<file path="src/sv/lgrs_pkg.sv">
// Shared constants and types for the life generation row stream block.
// No dependencies; every other file of the block imports this package.
`default_nettype none

package lgrs_pkg;

   // Width of a row on the stream ports
   localparam int ROW_BITS = 64;

   // Width of the active column count register
   localparam int COUNT_BITS = 7;

   // Default for the widest grid supported
   localparam int MAX_COLUMNS_DFLT = 64;

   // Active column count after reset: all columns in use
   localparam logic [COUNT_BITS-1:0] COLUMNS_RESET = 7'd64;

   // Entries in the job queue between front and back
   localparam int QUEUE_DEPTH = 4;

   // Neighbour counts of the B3/S23 rule
   localparam logic [3:0] BIRTH_COUNT   = 4'd3;
   localparam logic [3:0] SURVIVE_COUNT = 4'd2;

   // What a queued job asks of the back end
   typedef struct packed {
      logic emit_mid;    // emit next generation of the middle row
      logic emit_final;  // emit next generation of the bottom row
   } job_flags_type;

   localparam int FLAG_BITS = $bits(job_flags_type);

endpackage

`default_nettype wire

</file>
<file path="src/sv/life_generation_row_stream.sv">
// Top level of the life generation row stream: one B3/S23 generation, row by row.
// Depends on lgrs_pkg, lgrs_front, lgrs_queue and lgrs_back.
//
// Use:
//  - req channel carries the current generation, one row per word, top row first.
//    req_tuser marks the top row, req_tlast the bottom row. Cells outside the grid
//    are dead; nothing wraps around.
//  - rsp channel carries the next generation. A row's result leaves once the row
//    below it has arrived; a bottom row with a row pending gives two words, the
//    second with rsp_tlast set. A top row gives no word unless it is also the bottom row.
//  - csr_wr_en / csr_wr_data set the number of active columns (reset 64); write
//    it only while the block is idle. Columns at or above it read and emit dead.
// Timing:
//  - The word a row causes reaches rsp through a queue entry, then the output
//    register; a stall on rsp can hold it in the queue between the two.
//  - One row per cycle is taken while the queue has room; the output register
//    sends one word per cycle unless stalled, and a bottom row's words go in turn.
//  - When the receiver stalls, the output word holds and rows keep going into the
//    four-entry job queue; req_tready drops only when that queue is full or in reset.
// Reset: clears the pending rows, the queue, the output word and sets 64 columns.
`default_nettype none

module life_generation_row_stream #(
   parameter int MAX_COLUMNS = lgrs_pkg::MAX_COLUMNS_DFLT
) (
   input  wire logic                              clock,
   input  wire logic                              reset,
   // Input rows
   input  wire logic                              req_tvalid,
   output logic                                   req_tready,
   input  wire logic [lgrs_pkg::ROW_BITS-1:0]     req_tdata,   // [63:0] row_cells
   input  wire logic                              req_tuser,   // [0] first_row
   input  wire logic                              req_tlast,   // last_row
   // Next-generation rows
   output logic                                   rsp_tvalid,
   input  wire logic                              rsp_tready,
   output logic [lgrs_pkg::ROW_BITS-1:0]          rsp_tdata,   // [63:0] next_row_cells
   output logic                                   rsp_tlast,   // final_row
   // Active column count
   input  wire logic                              csr_wr_en,
   input  wire logic [lgrs_pkg::COUNT_BITS-1:0]   csr_wr_data
);
   import lgrs_pkg::*;

   localparam int JOB_BITS = 3 * MAX_COLUMNS + FLAG_BITS;

   logic [COUNT_BITS-1:0]  active_columns_ff;
   logic                   row_accept;
   logic                   job_push, job_pop;
   logic                   queue_not_full, queue_not_empty;
   logic [MAX_COLUMNS-1:0] push_up, push_mid, push_down;
   job_flags_type          push_flags;
   logic [JOB_BITS-1:0]    push_word, head_word;
   logic [MAX_COLUMNS-1:0] head_up, head_mid, head_down;
   job_flags_type          head_flags;
   logic [MAX_COLUMNS-1:0] out_cells;

   // Hold the column count; a count above MAX_COLUMNS acts as MAX_COLUMNS in the back end
   always_ff @(posedge clock) begin
      if (reset) begin
         active_columns_ff <= COLUMNS_RESET;
      end else if (csr_wr_en) begin
         active_columns_ff <= csr_wr_data;
      end
   end

   // Take no row during reset so nothing slips past the cleared state
   assign req_tready = queue_not_full && !reset;
   assign row_accept = req_tvalid && req_tready;

   lgrs_front #(
      .MAX_COLUMNS (MAX_COLUMNS)
   ) u_front (
      .clock      (clock),
      .reset      (reset),
      .row_accept (row_accept),
      .row_cells  (req_tdata[MAX_COLUMNS-1:0]),
      .first_row  (req_tuser),
      .last_row   (req_tlast),
      .job_push   (job_push),
      .job_up     (push_up),
      .job_mid    (push_mid),
      .job_down   (push_down),
      .job_flags  (push_flags)
   );

   assign push_word = {push_up, push_mid, push_down, push_flags};

   lgrs_queue #(
      .WIDTH (JOB_BITS)
   ) u_queue (
      .clock     (clock),
      .reset     (reset),
      .push      (job_push),
      .push_data (push_word),
      .pop       (job_pop),
      .not_full  (queue_not_full),
      .not_empty (queue_not_empty),
      .head_data (head_word)
   );

   assign {head_up, head_mid, head_down, head_flags} = head_word;

   lgrs_back #(
      .MAX_COLUMNS (MAX_COLUMNS)
   ) u_back (
      .clock          (clock),
      .reset          (reset),
      .job_valid      (queue_not_empty),
      .job_up         (head_up),
      .job_mid        (head_mid),
      .job_down       (head_down),
      .job_flags      (head_flags),
      .active_columns (active_columns_ff),
      .job_pop        (job_pop),
      .out_valid      (rsp_tvalid),
      .out_ready      (rsp_tready),
      .out_cells      (out_cells),
      .out_final      (rsp_tlast)
   );

   // Widen to the port; columns beyond MAX_COLUMNS are dead
   assign rsp_tdata = ROW_BITS'(out_cells);

endmodule

`default_nettype wire

</file>
<file path="src/sv/lgrs_front.sv">
// Front end: accepts rows, keeps the two previous rows and turns rows into jobs.
// Depends on lgrs_pkg.
`default_nettype none

module lgrs_front #(
   parameter int MAX_COLUMNS = lgrs_pkg::MAX_COLUMNS_DFLT
) (
   input  wire logic                         clock,
   input  wire logic                         reset,
   input  wire logic                         row_accept,
   input  wire logic [MAX_COLUMNS-1:0]       row_cells,
   input  wire logic                         first_row,
   input  wire logic                         last_row,
   output logic                              job_push,
   output logic [MAX_COLUMNS-1:0]            job_up,
   output logic [MAX_COLUMNS-1:0]            job_mid,
   output logic [MAX_COLUMNS-1:0]            job_down,
   output lgrs_pkg::job_flags_type           job_flags
);
   import lgrs_pkg::*;

   logic [MAX_COLUMNS-1:0] above_ff, above_in;
   logic [MAX_COLUMNS-1:0] middle_ff, middle_in;
   logic                   middle_valid_ff, middle_valid_in;
   logic                   start_grid;

   // A top row, or any row with nothing pending, opens a new grid
   assign start_grid = first_row || !middle_valid_ff;

   always_comb begin
      above_in        = above_ff;
      middle_in       = middle_ff;
      middle_valid_in = middle_valid_ff;
      if (start_grid) begin
         job_up   = '0;
         job_mid  = '0;
      end else begin
         job_up   = above_ff;
         job_mid  = middle_ff;
      end
      job_down            = row_cells;
      job_flags.emit_mid   = !start_grid;
      job_flags.emit_final = last_row;
      job_push             = row_accept && (!start_grid || last_row);
      if (row_accept) begin
         above_in        = start_grid ? '0 : middle_ff;
         middle_in       = row_cells;
         middle_valid_in = 1'b1;
         if (last_row) begin
            above_in        = '0;
            middle_in       = '0;
            middle_valid_in = 1'b0;
         end
      end
   end

   always_ff @(posedge clock) begin
      if (reset) begin
         middle_valid_ff <= 1'b0;
      end else begin
         middle_valid_ff <= middle_valid_in;
      end
   end

   always_ff @(posedge clock) begin
      above_ff  <= above_in;
      middle_ff <= middle_in;
   end

endmodule

`default_nettype wire

</file>
<file path="src/sv/lgrs_queue.sv">
// Short job queue between front and back end.
// Depends on lgrs_pkg for its depth.
`default_nettype none

module lgrs_queue #(
   parameter int WIDTH = 8
) (
   input  wire logic             clock,
   input  wire logic             reset,
   input  wire logic             push,
   input  wire logic [WIDTH-1:0] push_data,
   input  wire logic             pop,
   output logic                  not_full,
   output logic                  not_empty,
   output logic [WIDTH-1:0]      head_data
);
   import lgrs_pkg::*;

   localparam int PTR_BITS = $clog2(QUEUE_DEPTH);
   localparam int CNT_BITS = $clog2(QUEUE_DEPTH + 1);

   logic [WIDTH-1:0]    entry_ff [QUEUE_DEPTH];
   logic [PTR_BITS-1:0] wr_ptr_ff, wr_ptr_in;
   logic [PTR_BITS-1:0] rd_ptr_ff, rd_ptr_in;
   logic [CNT_BITS-1:0] count_ff, count_in;
   logic                do_push, do_pop;

   assign not_full  = (count_ff != CNT_BITS'(QUEUE_DEPTH));
   assign not_empty = (count_ff != '0);
   assign head_data = entry_ff[rd_ptr_ff];
   assign do_push   = push && not_full;
   assign do_pop    = pop && not_empty;

   always_comb begin
      wr_ptr_in = do_push ? wr_ptr_ff + 1'b1 : wr_ptr_ff;
      rd_ptr_in = do_pop ? rd_ptr_ff + 1'b1 : rd_ptr_ff;
      count_in  = count_ff;
      if (do_push && !do_pop) begin
         count_in = count_ff + 1'b1;
      end else if (do_pop && !do_push) begin
         count_in = count_ff - 1'b1;
      end
   end

   always_ff @(posedge clock) begin
      if (reset) begin
         wr_ptr_ff <= '0;
         rd_ptr_ff <= '0;
         count_ff  <= '0;
      end else begin
         wr_ptr_ff <= wr_ptr_in;
         rd_ptr_ff <= rd_ptr_in;
         count_ff  <= count_in;
      end
   end

   always_ff @(posedge clock) begin
      if (do_push) begin
         entry_ff[wr_ptr_ff] <= push_data;
      end
   end

endmodule

`default_nettype wire

</file>
<file path="src/sv/lgrs_back.sv">
// Back end: applies the B3/S23 rule to a queued job and holds the result word.
// Depends on lgrs_pkg.
`default_nettype none

module lgrs_back #(
   parameter int MAX_COLUMNS = lgrs_pkg::MAX_COLUMNS_DFLT
) (
   input  wire logic                              clock,
   input  wire logic                              reset,
   input  wire logic                              job_valid,
   input  wire logic [MAX_COLUMNS-1:0]            job_up,
   input  wire logic [MAX_COLUMNS-1:0]            job_mid,
   input  wire logic [MAX_COLUMNS-1:0]            job_down,
   input  wire lgrs_pkg::job_flags_type           job_flags,
   input  wire logic [lgrs_pkg::COUNT_BITS-1:0]   active_columns,
   output logic                                   job_pop,
   output logic                                   out_valid,
   input  wire logic                              out_ready,
   output logic [MAX_COLUMNS-1:0]                 out_cells,
   output logic                                   out_final
);
   import lgrs_pkg::*;

   logic                   phase_ff, phase_in;
   logic                   valid_ff, valid_in;
   logic [MAX_COLUMNS-1:0] cells_ff;
   logic                   final_ff;
   logic                   use_mid, load;
   logic [MAX_COLUMNS-1:0] col_mask, up, mid, down, next_cells;
   logic [MAX_COLUMNS+1:0] up_pad, mid_pad, down_pad;
   logic [3:0]             neighbours [MAX_COLUMNS];

   // Middle-row result first, then the bottom-row result of the same job
   assign use_mid = job_flags.emit_mid && !phase_ff;
   assign load    = job_valid && (!valid_ff || out_ready);
   assign job_pop = load && !(use_mid && job_flags.emit_final);

   for (genvar c = 0; c < MAX_COLUMNS; c++) begin : g_mask
      assign col_mask[c] = (COUNT_BITS'(c) < active_columns);
   end

   always_comb begin
      up       = use_mid ? job_up : job_mid;
      mid      = use_mid ? job_mid : job_down;
      down     = use_mid ? job_down : '0;
      up_pad   = {1'b0, up & col_mask, 1'b0};
      mid_pad  = {1'b0, mid & col_mask, 1'b0};
      down_pad = {1'b0, down & col_mask, 1'b0};
      for (int c = 0; c < MAX_COLUMNS; c++) begin
         neighbours[c] = 4'(up_pad[c]) + 4'(up_pad[c+1]) + 4'(up_pad[c+2])
                       + 4'(mid_pad[c]) + 4'(mid_pad[c+2])
                       + 4'(down_pad[c]) + 4'(down_pad[c+1]) + 4'(down_pad[c+2]);
         // drop births just past the active width
         next_cells[c] = col_mask[c]
                       && ((neighbours[c] == BIRTH_COUNT)
                           || (mid_pad[c+1] && (neighbours[c] == SURVIVE_COUNT)));
      end
   end

   always_comb begin
      phase_in = phase_ff;
      valid_in = valid_ff;
      if (load) begin
         phase_in = use_mid && job_flags.emit_final;
         valid_in = 1'b1;
      end else if (out_ready) begin
         valid_in = 1'b0;
      end
   end

   always_ff @(posedge clock) begin
      if (reset) begin
         phase_ff <= 1'b0;
         valid_ff <= 1'b0;
      end else begin
         phase_ff <= phase_in;
         valid_ff <= valid_in;
      end
   end

   always_ff @(posedge clock) begin
      if (load) begin
         cells_ff <= next_cells;
         final_ff <= !use_mid;
      end
   end

   assign out_valid = valid_ff;
   assign out_cells = cells_ff;
   assign out_final = final_ff;

endmodule

`default_nettype wire

</file>
<file path="config.mk">
export PLATFORM = sky130hd
export DESIGN_NAME = life_generation_row_stream
export DESIGN_NICKNAME = d
export VERILOG_FILES = /design/src/sv/lgrs_pkg.sv /design/src/sv/life_generation_row_stream.sv /design/src/sv/lgrs_front.sv /design/src/sv/lgrs_queue.sv /design/src/sv/lgrs_back.sv
export SDC_FILE = /design/constraint.sdc
export NUM_CORES = 2
export LEC_CHECK = 0
export ABC_AREA = 0
export BUFFER_PORTS_ARGS = -buffer_cell sky130_fd_sc_hd__buf_2
export CAP_MARGIN = 10
export CELL_PAD_IN_SITES_DETAIL_PLACEMENT = 1
export CELL_PAD_IN_SITES_GLOBAL_PLACEMENT = 1
export CORE_MARGIN = 2
export CORE_UTILIZATION = 27
export DETAILED_ROUTE_END_ITERATION = 16
export GPL_ROUTABILITY_DRIVEN = 0
export PLACE_DENSITY = 0.51
export SYNTH_ARGS = -nofsm -noshare
export SYNTH_HDL_FRONTEND = slang
export SYNTH_SLANG_ARGS = --single-unit
export TNS_END_PERCENT = 100
</file>
<file path="constraint.sdc">
create_clock -name clock -period 6.8 [get_ports clock]
set_clock_uncertainty 0.2 [all_clocks]
set_input_delay 0.34 -clock clock [delete_from_list [all_inputs] [get_ports clock]]
set_output_delay 0.34 -clock clock [all_outputs]
set_load 0.005 [all_outputs]
</file>
==> metrics.md <==
| Metric | Value |
|---|---|
| Outcome | complete, no violations |
| Share of cells above drive strength 1 | 0.1733 |
| FP Rows | 159 |
| FF+latch count, synth | 988 |
| Synthesized area | 50720 µm² |
| Final setup fails | 0 |
| Ys flop type | edfxtp_1 |
| TNS Setup | 0 ns |
| Root buffer cell | clkbuf_16 |
| Initial Util | 0.2709 |
| Total track usage | 0.1462 |
| Wirelength, routed | 138500 µm |
| Detail Route Antenna Nets | 0 |
| Synth warnings | 0 |
| Die Ht | 437.4 µm |
| Nets@finish | 4169 |
| Syn nets | 3886 |
| Max_cap viols | 0 |
| CP Capture Type | flip-flop |
| Final worst-path cycle share | 0.8650 |
| Drc violations | 0 |
| Most frequent cell after synthesis | edfxtp_1 |
| # port buffers | 144 |
| RSZ-0062 raised after global routing | false |
| Arrival @ worst endpoint | 6.14 ns |
| Min Tclk post-route | 5.882 ns |
| Critical path required time | 7.06 ns |
| CP dominant cell by count | fa_1 |
| Via density | 4.473 |
| Largest net degree at the start of global routing | 134 |
| Router iterations before antenna repair | 5 |
| DR vias | 27900 |
| Synthesis-to-finish area growth | 16.44% |
| Slew Viols, Final | 0 |
| Post-Syn Instances | 3361 |
| DRT iter0 DRCs | 1630 |
| Number of global-route vias before repair | 31330 |
| Largest area contributor in the netlist | edfxtp_1 |
| Most frequent cells after synthesis | 969 x edfxtp_1, 461 x inv_1, 253 x fa_1, 194 x ha_1, 193 x mux4_2 |
| Worst slew pin tran | 1.054 ns |
| Count of flip-flops with a built-in enable after synthesis | 969 |
| Clock-pin slew on the worst setup and hold paths | 0.06 ns |
| Clock latency at the later pin of the worst-skew pair | 0.75 ns |
| Relative slew slack | 0.2913 |
| DP Wirelength | 92090 µm |
| CP peak stage delay | 0.87 ns |
| CP max stage cell | dfxtp_1 |
| Die W | 437.4 µm |
| Post-layout util | 0.3155 |
| CTS tree | built |
| Register area share after synthesis | 0.5812 |
| FMAX | 170.0 MHz |
| Post-Place Cells | 5938 |
| Number of gates resized after cts | 0 |
| H-tree depth | 3 |
| Crit start category | flip-flop |
| CTS max path bufs | 3 |
| Max Fanout on Critical Path | 22 |
| Critical Path, Cell by Cell | and2_1, buf_4, a41oi_1, a21oi_1, ha_1, inv_1, fa_1, inv_1, fa_1, fa_1, inv_1, fa_1, a2111oi_0, a21oi_1, a2111oi_0 |
| Crit Path Category | reg2reg |
| First-pass GRT wire length | 209100 µm |
| Clock Sinks | 988 |
| Fillers | 19560 |
| Area share of the largest cell type after synthesis | 0.5737 |
| Die area | 191300 µm² |
| Initial antenna violation count | 9 |
| Top-Level Pins | 145 |
| Avg Synthesized Cell Area | 15.09 µm² |
| Synth unique cells | 51 |
| CTS buffer count | 110 |
| Ranking of synthesized cells by area | edfxtp_1 57%, fa_1 10%, mux4_2 8.6% |
| Post-Layout Cell Count | 6237 |
| Final hold vios | 0 |
| Core area | 187200 µm² |
| WL/cell | 22.21 µm |
| Ys async rst share | 0 |
| Hold Path Class | in2reg |
| GR Overflow Total | 0 |
## worst max-delay path: cells and delay by family, from the launching register on
kind	cells	cell delay (ns)
buffers and inverters	4	0.43
flip-flops	1	0.87
AO/OA/AOI/OAI	5	1.76
adder cells (fa/ha/maj)	5	1.83
AND/OR/NAND/NOR	1	0.50
## sequential cells by signal, summed over array words and instances (netlist names), 2 cells and up, named ones only
register	count
u_queue.entry_ff	776
u_back.out_cells	64
u_front.above_ff	64
u_front.middle_ff	64
active_columns_ff	7
u_queue.count_ff	3
u_queue.rd_ptr_ff	2
u_queue.wr_ptr_ff	2
## stage by stage
| step | cell area [µm²] | setup slack [ns] | hold slack, ns |
|---|---|---|---|
| finish | 59060 | 0.9177 | 0.1814 |
| global placement | 54710 | 0.9659 | 0.2871 |
| global route | 59060 | 0.5079 | 0.1675 |
| CTS | 59050 | 0.8407 | 0.1199 |
| floorplan | 50720 | 0.4698 | 0.2389 |
| detailed placement | 54710 | 0.9031 | 0.3088 |
## per-layer routing
layer  vias up  GRT usage  part of all wire
met4         2    0.03687             0.019
met3       126    0.01848             0.029
li1      12670          -                 -
met5         -          0          0.000051
met2       342     0.2564              0.51
met1     14760     0.1905              0.45
## what timing repair did
| action | CTS | global route |
|---|---|---|
| hold buffers | 89 | 0 |
| setup buffers | 0 | 0 |
| endpoints found under the hold margin | 354 | 0 |
## cells in the final DEF, fill, tap and decap left out, types with 5 or more instances in the layout
cell / netlist / final
edfxtp_1: 969 / 969
inv_1: 461 / 461
fa_1: 253 / 253
ha_1: 194 / 194
mux4_2: 193 / 193
nand2_1: 182 / 182
nor2b_1: 176 / 175
buf_2: 46 / 143
and2_1: 144 / 140
nor2_1: 139 / 139
a21oi_1: 124 / 123
clkbuf_16: 0 / 110
dlygate4sd3_1: 0 / 89
mux2i_1: 86 / 86
buf_4: 13 / 46
a2111oi_2: 44 / 44
nand3_1: 36 / 36
a31oi_1: 35 / 35
clkinv_1: 0 / 31
or2_2: 28 / 28
o21ai_0: 28 / 27
a2111oi_0: 27 / 26
clkbuf_1: 57 / 20
buf_12: 0 / 20
clkinv_2: 0 / 18
dfxtp_1: 19 / 17
nor3_1: 14 / 14
a2111oi_1: 12 / 13
nand2b_1: 12 / 12
and3_1: 11 / 10
inv_6: 1 / 6
bufinv_16: 0 / 6
clkinvlp_4: 0 / 6
or3_1: 5 / 5
nand3b_1: 5 / 5
## cells by family (layout without fill, tap and decap cells)
group                    Yosys count  in the layout  synth area share
flip-flops                       988            988            0.5812
AO/OA/AOI/OAI                    284            284           0.04182
XOR/XNOR                           3              3         0.0005182
AND/OR/NAND/NOR                  767            767           0.07833
buffers and inverters            590            968           0.04705
other                              0              3                 0
adder cells (fa/ha/maj)          447            447            0.1477
multiplexers                     282            282            0.1033
## layout make-up
cell class	count	area [µm²]	share of cell area
flip-flops and latches	988	29490	0.4993
multi-input cells	1783	18890	0.3198
well taps	2495	3122	0.05286
clock buffers	133	2869	0.04858
repair buffers	299	2364	0.04002
inverters	462	1739	0.02945
clock inverters	74	581.8	0.009852
diodes	3	7.507	0.0001271
## final timing paths
| path | startpoint | endpoint | slack [ns] | cells past startpoint |
|---|---|---|---|---|
| min reg2reg | u_front.middle_valid_ff | u_front.middle_valid_ff | 0.32 | 2 |
| max | active_columns_ff[2] | u_back.out_cells[47] | 0.92 | 15 |
| max reg2reg | active_columns_ff[2] | u_back.out_cells[47] | 0.92 | 15 |
| min | req_tdata[51] | u_queue.entry_ff[0][53] | 0.18 | 2 |
Power is left out: the tool's default activity adds up to more than one toggle a clock period on the data nets, which glitch-free logic cannot reach.
